--- config.mk ---
export PLATFORM = sky130hd
export DESIGN_NAME = ext2_directory_entry_scan_top_flat
export DESIGN_NICKNAME = d
export VERILOG_FILES = /design/src/rtl/core/e2ds_pkg.sv /design/src/rtl/core/e2ds_ifs.sv /design/src/rtl/core/e2ds_name_store.sv /design/src/rtl/core/e2ds_parser.sv /design/src/rtl/core/ext2_directory_entry_scan_top.sv /design/src/flat_wrapper.sv
export VERILOG_INCLUDE_DIRS = /design/src /design/src/rtl/core
export SDC_FILE = /design/constraint.sdc
export NUM_CORES = 2
export LEC_CHECK = 0
export BUFFER_PORTS_ARGS = -buffer_cell sky130_fd_sc_hd__buf_2
export CORE_MARGIN = 2
export CORE_UTILIZATION = 35
export DETAILED_ROUTE_END_ITERATION = 10
export SETUP_SLACK_MARGIN = 0.2
export SLEW_MARGIN = 40
export SYNTH_ARGS = -nofsm -noshare
export SYNTH_HDL_FRONTEND = slang
export SYNTH_SLANG_ARGS = --single-unit
--- constraint.sdc ---
create_clock -name clk -period 11.9 [get_ports clk]
set_input_delay 0 -clock clk [delete_from_list [all_inputs] [get_ports clk]]
set_output_delay 0 -clock clk [all_outputs]
set_load 0.02 [all_outputs]
--- src/rtl/core/assert_macros.svh ---
// Assertion helpers for the directory scan RTL.
// Each macro expects signals named clk and rst in the scope where it is used.
`ifndef ASSERT_MACROS_SVH
`define ASSERT_MACROS_SVH

// Same-cycle implication, held off while in reset.
`define E2DS_ASSERT_IMP(lbl, ante, cons) \
  lbl: assert property (@(posedge clk) disable iff (rst) (ante) |-> (cons)) \
    else $error("e2ds same-cycle check failed");

// Next-cycle implication, held off while in reset.
`define E2DS_ASSERT_NXT(lbl, ante, cons) \
  lbl: assert property (@(posedge clk) disable iff (rst) (ante) |=> (cons)) \
    else $error("e2ds next-cycle check failed");

`endif

--- src/rtl/core/e2ds_pkg.sv ---
// Shared types and constants for the ext2 directory entry scan.
// No dependencies; used by the input and config interfaces and every module.
`default_nettype none

package e2ds_pkg;

  localparam int NAME_MAX_BYTES  = 255;
  localparam int BLOCK_MAX_BYTES = 4096;
  localparam int HDR_BYTES       = 8;
  localparam int NAME_LEN_MAX    = 255;

  typedef logic [7:0]  name_addr_t;
  typedef logic [7:0]  name_len_t;
  typedef logic [12:0] blk_off_t;
  typedef logic [15:0] rec_off_t;
  typedef logic [1:0]  cfg_index_t;

  localparam cfg_index_t REG_FILE_TYPE_NAMES = 2'd0;
  localparam cfg_index_t REG_INODE_LIMIT     = 2'd1;

  typedef enum logic [1:0] {
    ST_FOUND     = 2'd0,
    ST_NOT_FOUND = 2'd1,
    ST_MALFORMED = 2'd2
  } status_t;

  typedef struct packed {
    logic       kind;
    logic [7:0] data;
    logic       first;
    blk_off_t   block_limit;
    logic       final_block;
  } item_t;

  typedef struct packed {
    logic        file_type_names;
    logic [31:0] inode_limit;
  } cfg_t;

  typedef struct packed {
    logic       en;
    name_addr_t addr;
    logic [7:0] data;
  } name_wr_t;

  typedef struct packed {
    logic        valid;
    status_t     status;
    logic [31:0] inode;
  } result_t;

endpackage

`default_nettype wire

--- src/rtl/core/e2ds_ifs.sv ---
// Handshake channel interfaces: input items, result items, register writes.
// Depends on e2ds_pkg.
`default_nettype none

interface e2ds_in_if;
  import e2ds_pkg::*;
  logic       valid;
  logic       ready;
  logic       kind;
  logic [7:0] data;
  logic       first;
  blk_off_t   block_limit;
  logic       final_block;
  modport source (output valid, kind, data, first, block_limit, final_block, input ready);
  modport sink   (input valid, kind, data, first, block_limit, final_block, output ready);
endinterface

interface e2ds_out_if;
  logic        valid;
  logic        ready;
  logic [1:0]  status;
  logic [31:0] hit_inode;
  modport source (output valid, status, hit_inode, input ready);
  modport sink   (input valid, status, hit_inode, output ready);
endinterface

interface e2ds_cfg_if;
  import e2ds_pkg::*;
  logic        valid;
  logic        ready;
  cfg_index_t  index;
  logic [31:0] data;
  modport source (output valid, index, data, input ready);
  modport sink   (input valid, index, data, output ready);
endinterface

`default_nettype wire

--- src/rtl/core/e2ds_name_store.sv ---
// Wanted-name byte store: one write port, one registered read port.
// Write-to-read bypass on an address match. Depends on e2ds_pkg.
`default_nettype none

module e2ds_name_store (
  input  logic                 clk,
  input  e2ds_pkg::name_wr_t   wr,
  input  e2ds_pkg::name_addr_t raddr,
  output logic [7:0]           rdata
);
  import e2ds_pkg::*;

  logic [7:0] mem [0:NAME_MAX_BYTES-1];

  always_ff @(posedge clk) begin
    if (wr.en) begin
      mem[wr.addr] <= wr.data;
    end
    if (wr.en && (wr.addr == raddr)) begin
      rdata <= wr.data;
    end else begin
      rdata <= mem[raddr];
    end
  end

endmodule

`default_nettype wire

--- src/rtl/core/e2ds_parser.sv ---
// Record parser and name compare: scan state registers plus the per-byte step.
// Prefetches the next name byte from the store. Depends on e2ds_pkg.
`default_nettype none

module e2ds_parser (
  input  logic                 clk,
  input  logic                 rst,
  input  logic                 step,
  input  e2ds_pkg::item_t      item,
  input  e2ds_pkg::cfg_t       cfg,
  input  logic [7:0]           name_rdata,
  output e2ds_pkg::name_wr_t   name_wr,
  output e2ds_pkg::name_addr_t name_raddr,
  output e2ds_pkg::result_t    res,
  output logic                 idle
);
  import e2ds_pkg::*;

  name_len_t   want_len, want_len_next;
  blk_off_t    block_offset, block_offset_next;
  rec_off_t    record_offset, record_offset_next;
  rec_off_t    record_bytes, record_bytes_next;
  rec_off_t    entry_name_length, entry_name_length_next;
  logic [31:0] entry_number, entry_number_next;
  logic        names_agree, names_agree_next;
  logic        search_over, search_over_next;
  rec_off_t    rd_off;

  always_ff @(posedge clk) begin
    if (rst) begin
      want_len          <= '0;
      block_offset      <= '0;
      record_offset     <= '0;
      record_bytes      <= '0;
      entry_name_length <= '0;
      entry_number      <= '0;
      names_agree       <= 1'b1;
      search_over       <= 1'b1;
    end else begin
      want_len          <= want_len_next;
      block_offset      <= block_offset_next;
      record_offset     <= record_offset_next;
      record_bytes      <= record_bytes_next;
      entry_name_length <= entry_name_length_next;
      entry_number      <= entry_number_next;
      names_agree       <= names_agree_next;
      search_over       <= search_over_next;
    end
  end

  always_comb begin
    blk_off_t    lim;
    blk_off_t    o;
    blk_off_t    start;
    rec_off_t    r;
    rec_off_t    idx;
    rec_off_t    rb_b;
    rec_off_t    enl_b;
    logic [31:0] en_b;
    logic        bad_hdr;
    logic [16:0] r_inc;

    want_len_next          = want_len;
    block_offset_next      = block_offset;
    record_offset_next     = record_offset;
    record_bytes_next      = record_bytes;
    entry_name_length_next = entry_name_length;
    entry_number_next      = entry_number;
    names_agree_next       = names_agree;
    search_over_next       = search_over;
    name_wr = '0;
    res     = '0;
    lim     = '0;
    o       = '0;
    start   = '0;
    r       = '0;
    idx     = '0;
    rb_b    = '0;
    enl_b   = '0;
    en_b    = '0;
    bad_hdr = 1'b0;
    r_inc   = '0;

    if (step && !item.kind) begin
      if (item.first) begin
        search_over_next   = 1'b0;
        block_offset_next  = '0;
        record_offset_next = '0;
        names_agree_next   = 1'b1;
        want_len_next      = '0;
      end
      // bytes past the store depth are dropped
      if (want_len_next != name_len_t'(NAME_MAX_BYTES)) begin
        name_wr.en    = 1'b1;
        name_wr.addr  = want_len_next;
        name_wr.data  = item.data;
        want_len_next = want_len_next + 8'd1;
      end
    end else if (step && !search_over) begin
      lim = (item.block_limit > blk_off_t'(BLOCK_MAX_BYTES)) ?
            blk_off_t'(BLOCK_MAX_BYTES) : item.block_limit;
      o = item.first ? '0 : block_offset;
      r = item.first ? '0 : record_offset;
      if (item.first) begin
        block_offset_next  = '0;
        record_offset_next = '0;
      end
      if (o < lim) begin
        block_offset_next = o + 13'd1;
        en_b  = (r == '0) ? '0 : entry_number;
        rb_b  = (r == '0) ? '0 : record_bytes;
        enl_b = (r == '0) ? '0 : entry_name_length;
        if ((r == '0) && ((lim - o) < blk_off_t'(HDR_BYTES))) begin
          // not even a header fits in what is left of the block
          search_over_next = 1'b1;
          res.valid        = 1'b1;
          res.status       = ST_MALFORMED;
        end else begin
          start = o - 13'd7;
          idx   = r - rec_off_t'(HDR_BYTES);
          if (r < 16'd4) begin
            en_b = en_b | ({24'h000000, item.data} << {r[1:0], 3'b000});
          end else if (r == 16'd4) begin
            rb_b = {8'h00, item.data};
          end else if (r == 16'd5) begin
            rb_b = rb_b | {item.data, 8'h00};
          end else if (r == 16'd6) begin
            enl_b = {8'h00, item.data};
          end else if (r == 16'd7) begin
            if (!cfg.file_type_names) begin
              enl_b = enl_b | {item.data, 8'h00};
            end
            bad_hdr = (rb_b < rec_off_t'(HDR_BYTES)) || (rb_b[1:0] != 2'b00) ||
                      (rb_b > {3'b000, lim - start}) ||
                      (enl_b > rec_off_t'(NAME_LEN_MAX)) ||
                      (enl_b > rb_b - rec_off_t'(HDR_BYTES)) ||
                      ((en_b != '0) && (en_b > cfg.inode_limit));
            names_agree_next = (enl_b == {8'h00, want_len});
          end else if ((idx < enl_b) && names_agree) begin
            if ((idx >= rec_off_t'(NAME_MAX_BYTES)) || (idx >= {8'h00, want_len}) ||
                (name_rdata != item.data)) begin
              names_agree_next = 1'b0;
            end
          end
          entry_number_next      = en_b;
          record_bytes_next      = rb_b;
          entry_name_length_next = enl_b;
          r_inc = {1'b0, r} + 17'd1;
          if (bad_hdr) begin
            search_over_next = 1'b1;
            res.valid        = 1'b1;
            res.status       = ST_MALFORMED;
          end else if ((r >= 16'd7) && ((r - 16'd7) == enl_b) && (en_b != '0) &&
                       names_agree_next) begin
            search_over_next = 1'b1;
            res.valid        = 1'b1;
            res.status       = ST_FOUND;
            res.inode        = en_b;
          end else begin
            record_offset_next = ((r >= 16'd7) && (r_inc >= {1'b0, rb_b})) ?
                                 '0 : r_inc[15:0];
            if (((o + 13'd1) == lim) && item.final_block) begin
              search_over_next = 1'b1;
              res.valid        = 1'b1;
              res.status       = ST_NOT_FOUND;
            end
          end
        end
      end
    end
  end

  // next byte compares against name[record_offset - 8]; read it ahead from record_offset_next
  assign rd_off     = record_offset_next - rec_off_t'(HDR_BYTES);
  assign name_raddr = rd_off[7:0];
  assign idle       = search_over;

endmodule

`default_nettype wire

--- src/rtl/core/ext2_directory_entry_scan_top.sv ---
// An accepted item is registered in s1 and processed by the parse step; its result is then registered.
// Throughput: one item per cycle while the result output is not held off, set by the single parse
// step and the name store read, which is fetched ahead from the next record offset.
// Reset (rst, synchronous, active high): scan idle until a wanted name arrives, registers
// at their reset values, pipeline empty. The name store is not cleared.
// Depends on e2ds_pkg, e2ds_ifs, e2ds_name_store, e2ds_parser, assert_macros.svh.
`default_nettype none
`include "assert_macros.svh"

module ext2_directory_entry_scan_top (
  input  logic         clk,
  input  logic         rst,
  e2ds_in_if.sink      item_in,
  e2ds_out_if.source   result_out,
  e2ds_cfg_if.sink     cfg
);
  import e2ds_pkg::*;

  logic        s1_valid;
  item_t       s1_item;
  logic        advance;
  logic        step;
  cfg_t        cfg_regs;
  name_wr_t    name_wr;
  name_addr_t  name_raddr;
  logic [7:0]  name_rdata;
  result_t     res;
  logic        idle;
  logic        out_valid;
  status_t     out_status;
  logic [31:0] out_hit_inode;

  assign advance       = !out_valid || result_out.ready;
  assign step          = s1_valid && advance;
  assign item_in.ready = !s1_valid || advance;
  assign cfg.ready     = 1'b1;

  always_ff @(posedge clk) begin
    if (rst) begin
      cfg_regs.file_type_names <= 1'b1;
      cfg_regs.inode_limit     <= '1;
    end else if (cfg.valid) begin
      unique case (cfg.index)
        REG_FILE_TYPE_NAMES: cfg_regs.file_type_names <= cfg.data[0];
        REG_INODE_LIMIT:     cfg_regs.inode_limit     <= cfg.data;
        default: ;
      endcase
    end
  end

  always_ff @(posedge clk) begin
    if (rst) begin
      s1_valid <= 1'b0;
    end else if (item_in.ready) begin
      s1_valid <= item_in.valid;
    end
  end

  always_ff @(posedge clk) begin
    if (item_in.valid && item_in.ready) begin
      s1_item <= '{kind: item_in.kind, data: item_in.data, first: item_in.first,
                   block_limit: item_in.block_limit, final_block: item_in.final_block};
    end
  end

  e2ds_name_store u_name_store (
    .clk   (clk),
    .wr    (name_wr),
    .raddr (name_raddr),
    .rdata (name_rdata)
  );

  e2ds_parser u_parser (
    .clk        (clk),
    .rst        (rst),
    .step       (step),
    .item       (s1_item),
    .cfg        (cfg_regs),
    .name_rdata (name_rdata),
    .name_wr    (name_wr),
    .name_raddr (name_raddr),
    .res        (res),
    .idle       (idle)
  );

  always_ff @(posedge clk) begin
    if (rst) begin
      out_valid <= 1'b0;
    end else if (step && res.valid) begin
      out_valid <= 1'b1;
    end else if (result_out.ready) begin
      out_valid <= 1'b0;
    end
  end

  always_ff @(posedge clk) begin
    if (step && res.valid) begin
      out_status    <= res.status;
      out_hit_inode <= res.inode;
    end
  end

  assign result_out.valid     = out_valid;
  assign result_out.status    = out_status;
  assign result_out.hit_inode = out_hit_inode;

  `E2DS_ASSERT_NXT(a_result_ends_scan, step && res.valid, idle)
  `E2DS_ASSERT_IMP(a_idle_no_result, step && idle && s1_item.kind, !res.valid)
  `E2DS_ASSERT_IMP(a_inode_zero_unless_found, out_valid && (out_status != ST_FOUND),
                   out_hit_inode == '0)
  `E2DS_ASSERT_IMP(a_hit_inode_nonzero, out_valid && (out_status == ST_FOUND),
                   out_hit_inode != '0)

endmodule

`default_nettype wire

--- src/flat_wrapper.sv ---
// flat-port wrapper written by rule: the top's interface ports become plain ports
module ext2_directory_entry_scan_top_flat import e2ds_pkg::*;
  (clk, rst, item_in_valid, item_in_kind, item_in_data, item_in_first, item_in_block_limit, item_in_final_block, item_in_ready, result_out_valid, result_out_status, result_out_hit_inode, result_out_ready, cfg_valid, cfg_index, cfg_data, cfg_ready);
  e2ds_in_if item_in_i ();
  e2ds_out_if result_out_i ();
  e2ds_cfg_if cfg_i ();
  input  logic clk;
  input  logic rst;
  input wire logic [$bits(item_in_i.valid)-1:0] item_in_valid;
  input wire logic [$bits(item_in_i.kind)-1:0] item_in_kind;
  input wire logic [$bits(item_in_i.data)-1:0] item_in_data;
  input wire logic [$bits(item_in_i.first)-1:0] item_in_first;
  input wire logic [$bits(item_in_i.block_limit)-1:0] item_in_block_limit;
  input wire logic [$bits(item_in_i.final_block)-1:0] item_in_final_block;
  output wire logic [$bits(item_in_i.ready)-1:0] item_in_ready;
  output wire logic [$bits(result_out_i.valid)-1:0] result_out_valid;
  output wire logic [$bits(result_out_i.status)-1:0] result_out_status;
  output wire logic [$bits(result_out_i.hit_inode)-1:0] result_out_hit_inode;
  input wire logic [$bits(result_out_i.ready)-1:0] result_out_ready;
  input wire logic [$bits(cfg_i.valid)-1:0] cfg_valid;
  input wire logic [$bits(cfg_i.index)-1:0] cfg_index;
  input wire logic [$bits(cfg_i.data)-1:0] cfg_data;
  output wire logic [$bits(cfg_i.ready)-1:0] cfg_ready;
  assign item_in_i.valid = item_in_valid;
  assign item_in_i.kind = item_in_kind;
  assign item_in_i.data = item_in_data;
  assign item_in_i.first = item_in_first;
  assign item_in_i.block_limit = item_in_block_limit;
  assign item_in_i.final_block = item_in_final_block;
  assign item_in_ready = item_in_i.ready;
  assign result_out_valid = result_out_i.valid;
  assign result_out_status = result_out_i.status;
  assign result_out_hit_inode = result_out_i.hit_inode;
  assign result_out_i.ready = result_out_ready;
  assign cfg_i.valid = cfg_valid;
  assign cfg_i.index = cfg_index;
  assign cfg_i.data = cfg_data;
  assign cfg_ready = cfg_i.ready;
  ext2_directory_entry_scan_top u_core (.clk(clk), .rst(rst), .item_in(item_in_i), .result_out(result_out_i), .cfg(cfg_i));
endmodule
==> key figures <==
Hold path
  – Min-Delay Path Depth: 5
  – Worst min path class: in -> reg
  – Hold Path End: u_core.cfg_regs[32]
  – Hold_sp: cfg_index[0]

Setup path
  – WP data required: 12.62 ns
  – Crit-path max FO: 39
  – CP startpoint kind: flop
  – Most frequent CP cell: nand4_1
  – Critical path origin: u_core.s1_item[14]
  – CP arrival: 8.29 ns
  – CP max-delay cell: nand2_1
  – Worst R2R Path Depth: 28
  – WS Path Type: reg -> reg
  – Reg2reg start: u_core.s1_item[14]
  – R2R setup slack: 4.33 ns
  – CP max stage delay: 0.69 ns
  – Worst Setup End Kind: flop

Pwr
  – Pwr/cell area: 147 nW/um^2
  – Switching Fraction: 20.6%
  – Sequential fraction of design power: 53.5%
  – Psw: 3.31 mW
  – Worst vdd ir: 0.000128 V
  – Leak pwr: 38.9 nW
  – Comb pwr share: 2.4%
  – Internal Power: 12.8 mW
  – Part of the power in the clock network: 44.1%

Final layout
  – Post-route cell area: 109,000 um^2
  – Sequential cell area: 65,900 um^2
  – Most frequent cells in the layout: 2,098 x edfxtp_1, 399 x mux4_2, 325 x nor2_1
  – Final nets: 6,245
  – Layout filler cell count: 24,400
  – Most common cell after layout, fill and taps aside: edfxtp_1
  – Area growth, synth to finish: 14.2%
  – Share of layout cells above drive strength 1: 20.8%
  – Area of the multi-input gates: 27,600 um^2
  – Utilization after layout: 40.2%

Timing
  – FMAX: 0.132 GHz
  – Max transition margin: 39.2%
  – Setup TNS: 0 ns
  – Hold_ws: 0.123 ns
  – Worst Skew: 0.110 ns
  – Worst Tran Pin Value: 0.912 ns
  – Final count of negative-setup-slack endpoints: 0
  – RSZ-0062 raised after global routing: false
  – Fin crit period: 7.57 ns
  – Max-slew violation count: 0
  – Final Hold Fails: 0
  – Final worst-path cycle share: 63.6%

Synthesis
  – Register area share after synthesis: 69.0%
  – Mapped Cells: 5,763
  – EDFF count, synth: 2,098
  – Net Count, Synth: 5,974
  – Post-Syn Area: 95,500 um^2
  – Ys flop type: edfxtp_1
  – FFs w/ async S/R, synth: 0%
  – Netlist cell types: 115
  – Synthesis-stage register bit count: 2,244
  – Syn avg cell area: 16.6 um^2
  – Yosys warnings: 0

Flow run
  – Max-Cap Viols: 0

Clocking
  – Post-CTS resize count: 0
  – CTS tree: done
  – Worst-Skew Late Latency: 0.92 ns
  – CTS root buf: clkbuf_16
  – Postcts setup bufs: 0
  – H-tree levels: 4
  – CTS Buf Count: 225
  – Reg clk slew, reported paths: 0.06 ns
  – Clock buffer depth: 4
  – CTS sink count: 2,244

Drt
  – Routed len/inst: 28.8 um
  – Post-DR vias/cell: 5.69
  – TritonRoute pass-1 iters: 6
  – Vias: 55,700
  – Initial DRC Count: 6,984
  – DRC: 0
  – Final ANT Viol Nets: 0
  – Final wirelength: 282 mm

Die
  – Die Wd: 526 um
  – Area of the die: 277,000 um^2
  – # IOs: 100
  – Initial Util: 35.2%
  – Row count: 191
  – Area of the core: 271,000 um^2
  – Die Ht: 526 um

Placed design
  – Buffers on Ports: 98
  – Area after DPL: 100,000 um^2
  – RD Place Congestion: 0.912
  – Post-DP HPWL: 177 mm

Global routing
  – First-pass GRT wire length: 403 mm
  – Grt ovf: 0
  – Initial antenna violation count: 14
  – Largest net degree at the start of global routing: 201
  – GRT Util Overall: 19.8%
  – Number of global-route vias before repair: 54,400

Outcome
  – Status: finished clean
routing by layer:
metal	wire length [um]	share of wire (%)	GRT usage [%]
met5	41	0.015	0
met4	10200	3.6	6.60
met3	24300	8.6	3.54
met2	131000	46	31.5
met1	116000	41	27.5
Yosys cell counts, types with 18 or more instances:
cell	n	area, um^2
buf_12	21	420
nand4_1	51	319
o211ai_1	18	135
a221oi_1	22	193
buf_6	27	304
edfxtp_1	2098	63000
buf_4	49	368
clkbuf_1	153	574
a21oi_1	180	901
o2111ai_1	18	158
ha_1	139	1740
xnor2_1	70	613
o21ai_0	99	495
a211o_1	37	324
nand3_1	116	581
a22o_1	20	175
or3_1	21	131
and2_1	22	138
mux2_2	31	349
nor2b_1	58	363
inv_1	131	492
xor2_1	23	201
mux4_1	35	920
buf_2	50	250
nor2_1	532	2000
dfxtp_1	146	2920
nor3_1	59	295
and3_1	56	350
nand2b_1	35	219
a31oi_1	31	194
mux2i_1	195	1950
a211oi_1	39	293
o21a_1	23	173
nand2_1	294	1100
o22ai_1	33	206
mux4_2	399	8990
nor4_1	36	225
a21o_1	28	210
a22oi_1	89	668
metrics by stage:
stage	worst slack, ns	total power [mW]	cells
after floorplan	1.33	8.99	5763
after global routing	3.60	16.5	9789
final	4.33	16.1	9791
after CTS	4.42	16.1	9781
after detailed placement	4.43	9.11	9219
after global placement	4.68	9.10	9212
area by class of cell:
type	instances	area share [%]
clock buffer	267	5.37
multi-input combinational	3047	25.3
timing repair buffer	383	3.10
sequential	2244	60.4
antenna	4	0.00918
tap	3570	4.09
clock inverter	143	1.24
inverter	133	0.460
how the worst max path moves through the flow:
| stage | to | slack (ns) | cells after the start |
|---|---|---|---|
| floorplan | u_core.u_name_store.mem[0][0] | 1.33 | 15 |
| global placement | flop | 4.68 | 33 |
| detailed placement | flop | 4.43 | 28 |
| CTS | flop | 4.42 | 28 |
| global route | flop | 3.60 | 28 |
| finish | flop | 4.33 | 28 |
state kept, by name, summed over array words and instances (netlist names), named ones only:
register / cells
u_core.u_parser.entry_name_length: 16
u_core.s1_item: 24
u_core.u_parser.block_offset: 13
u_core.u_parser.idle: 1
u_core.u_parser.record_bytes: 16
u_core.result_out.status: 2
u_core.u_parser.record_offset: 16
u_core.u_parser.want_len: 8
u_core.result_out.valid: 1
u_core.u_parser.entry_number: 32
u_core.result_out.hit_inode: 32
u_core.u_parser.names_agree: 1
u_core.s1_valid: 1
u_core.cfg_regs: 33
u_core.u_name_store.mem: 2040
logic make-up after synthesis:
kind of cell	synth area share [%]
adders and majority gates	2.01
DFF	69.0
buffers and inverters	2.94
and+or+nand+nor	6.85
muxes	12.8
AOI/OAI and AO/OA	5.56
other	0.00393
xor gates and xnor gates	0.853
power by group through the flow:
stage	clock network (mW)	registers [mW]	logic [mW]
final	7.09	8.59	0.392
after global routing	7.47	8.59	0.422
after CTS	7.16	8.60	0.383
after detailed placement	0	8.76	0.344
after global placement	0	8.77	0.330
after floorplan	0	8.78	0.211
worst max-delay path, delay by kind of cell, from the launching register on:
family | cells | cell delay [ns]
compound gates | 6 | 1.27
simple gates | 15 | 3.92
buf+inv | 3 | 0.56
xor+xnor | 1 | 0.17
fa+ha+maj | 3 | 0.91
flops | 1 | 0.61
repair_timing:
action                                  4_1_cts  5_1_grt
endpoints found under the setup margin        0        0
endpoints found under the hold margin       124        0
hold buffers                                152        0
(Power assumes the default switching activity.)
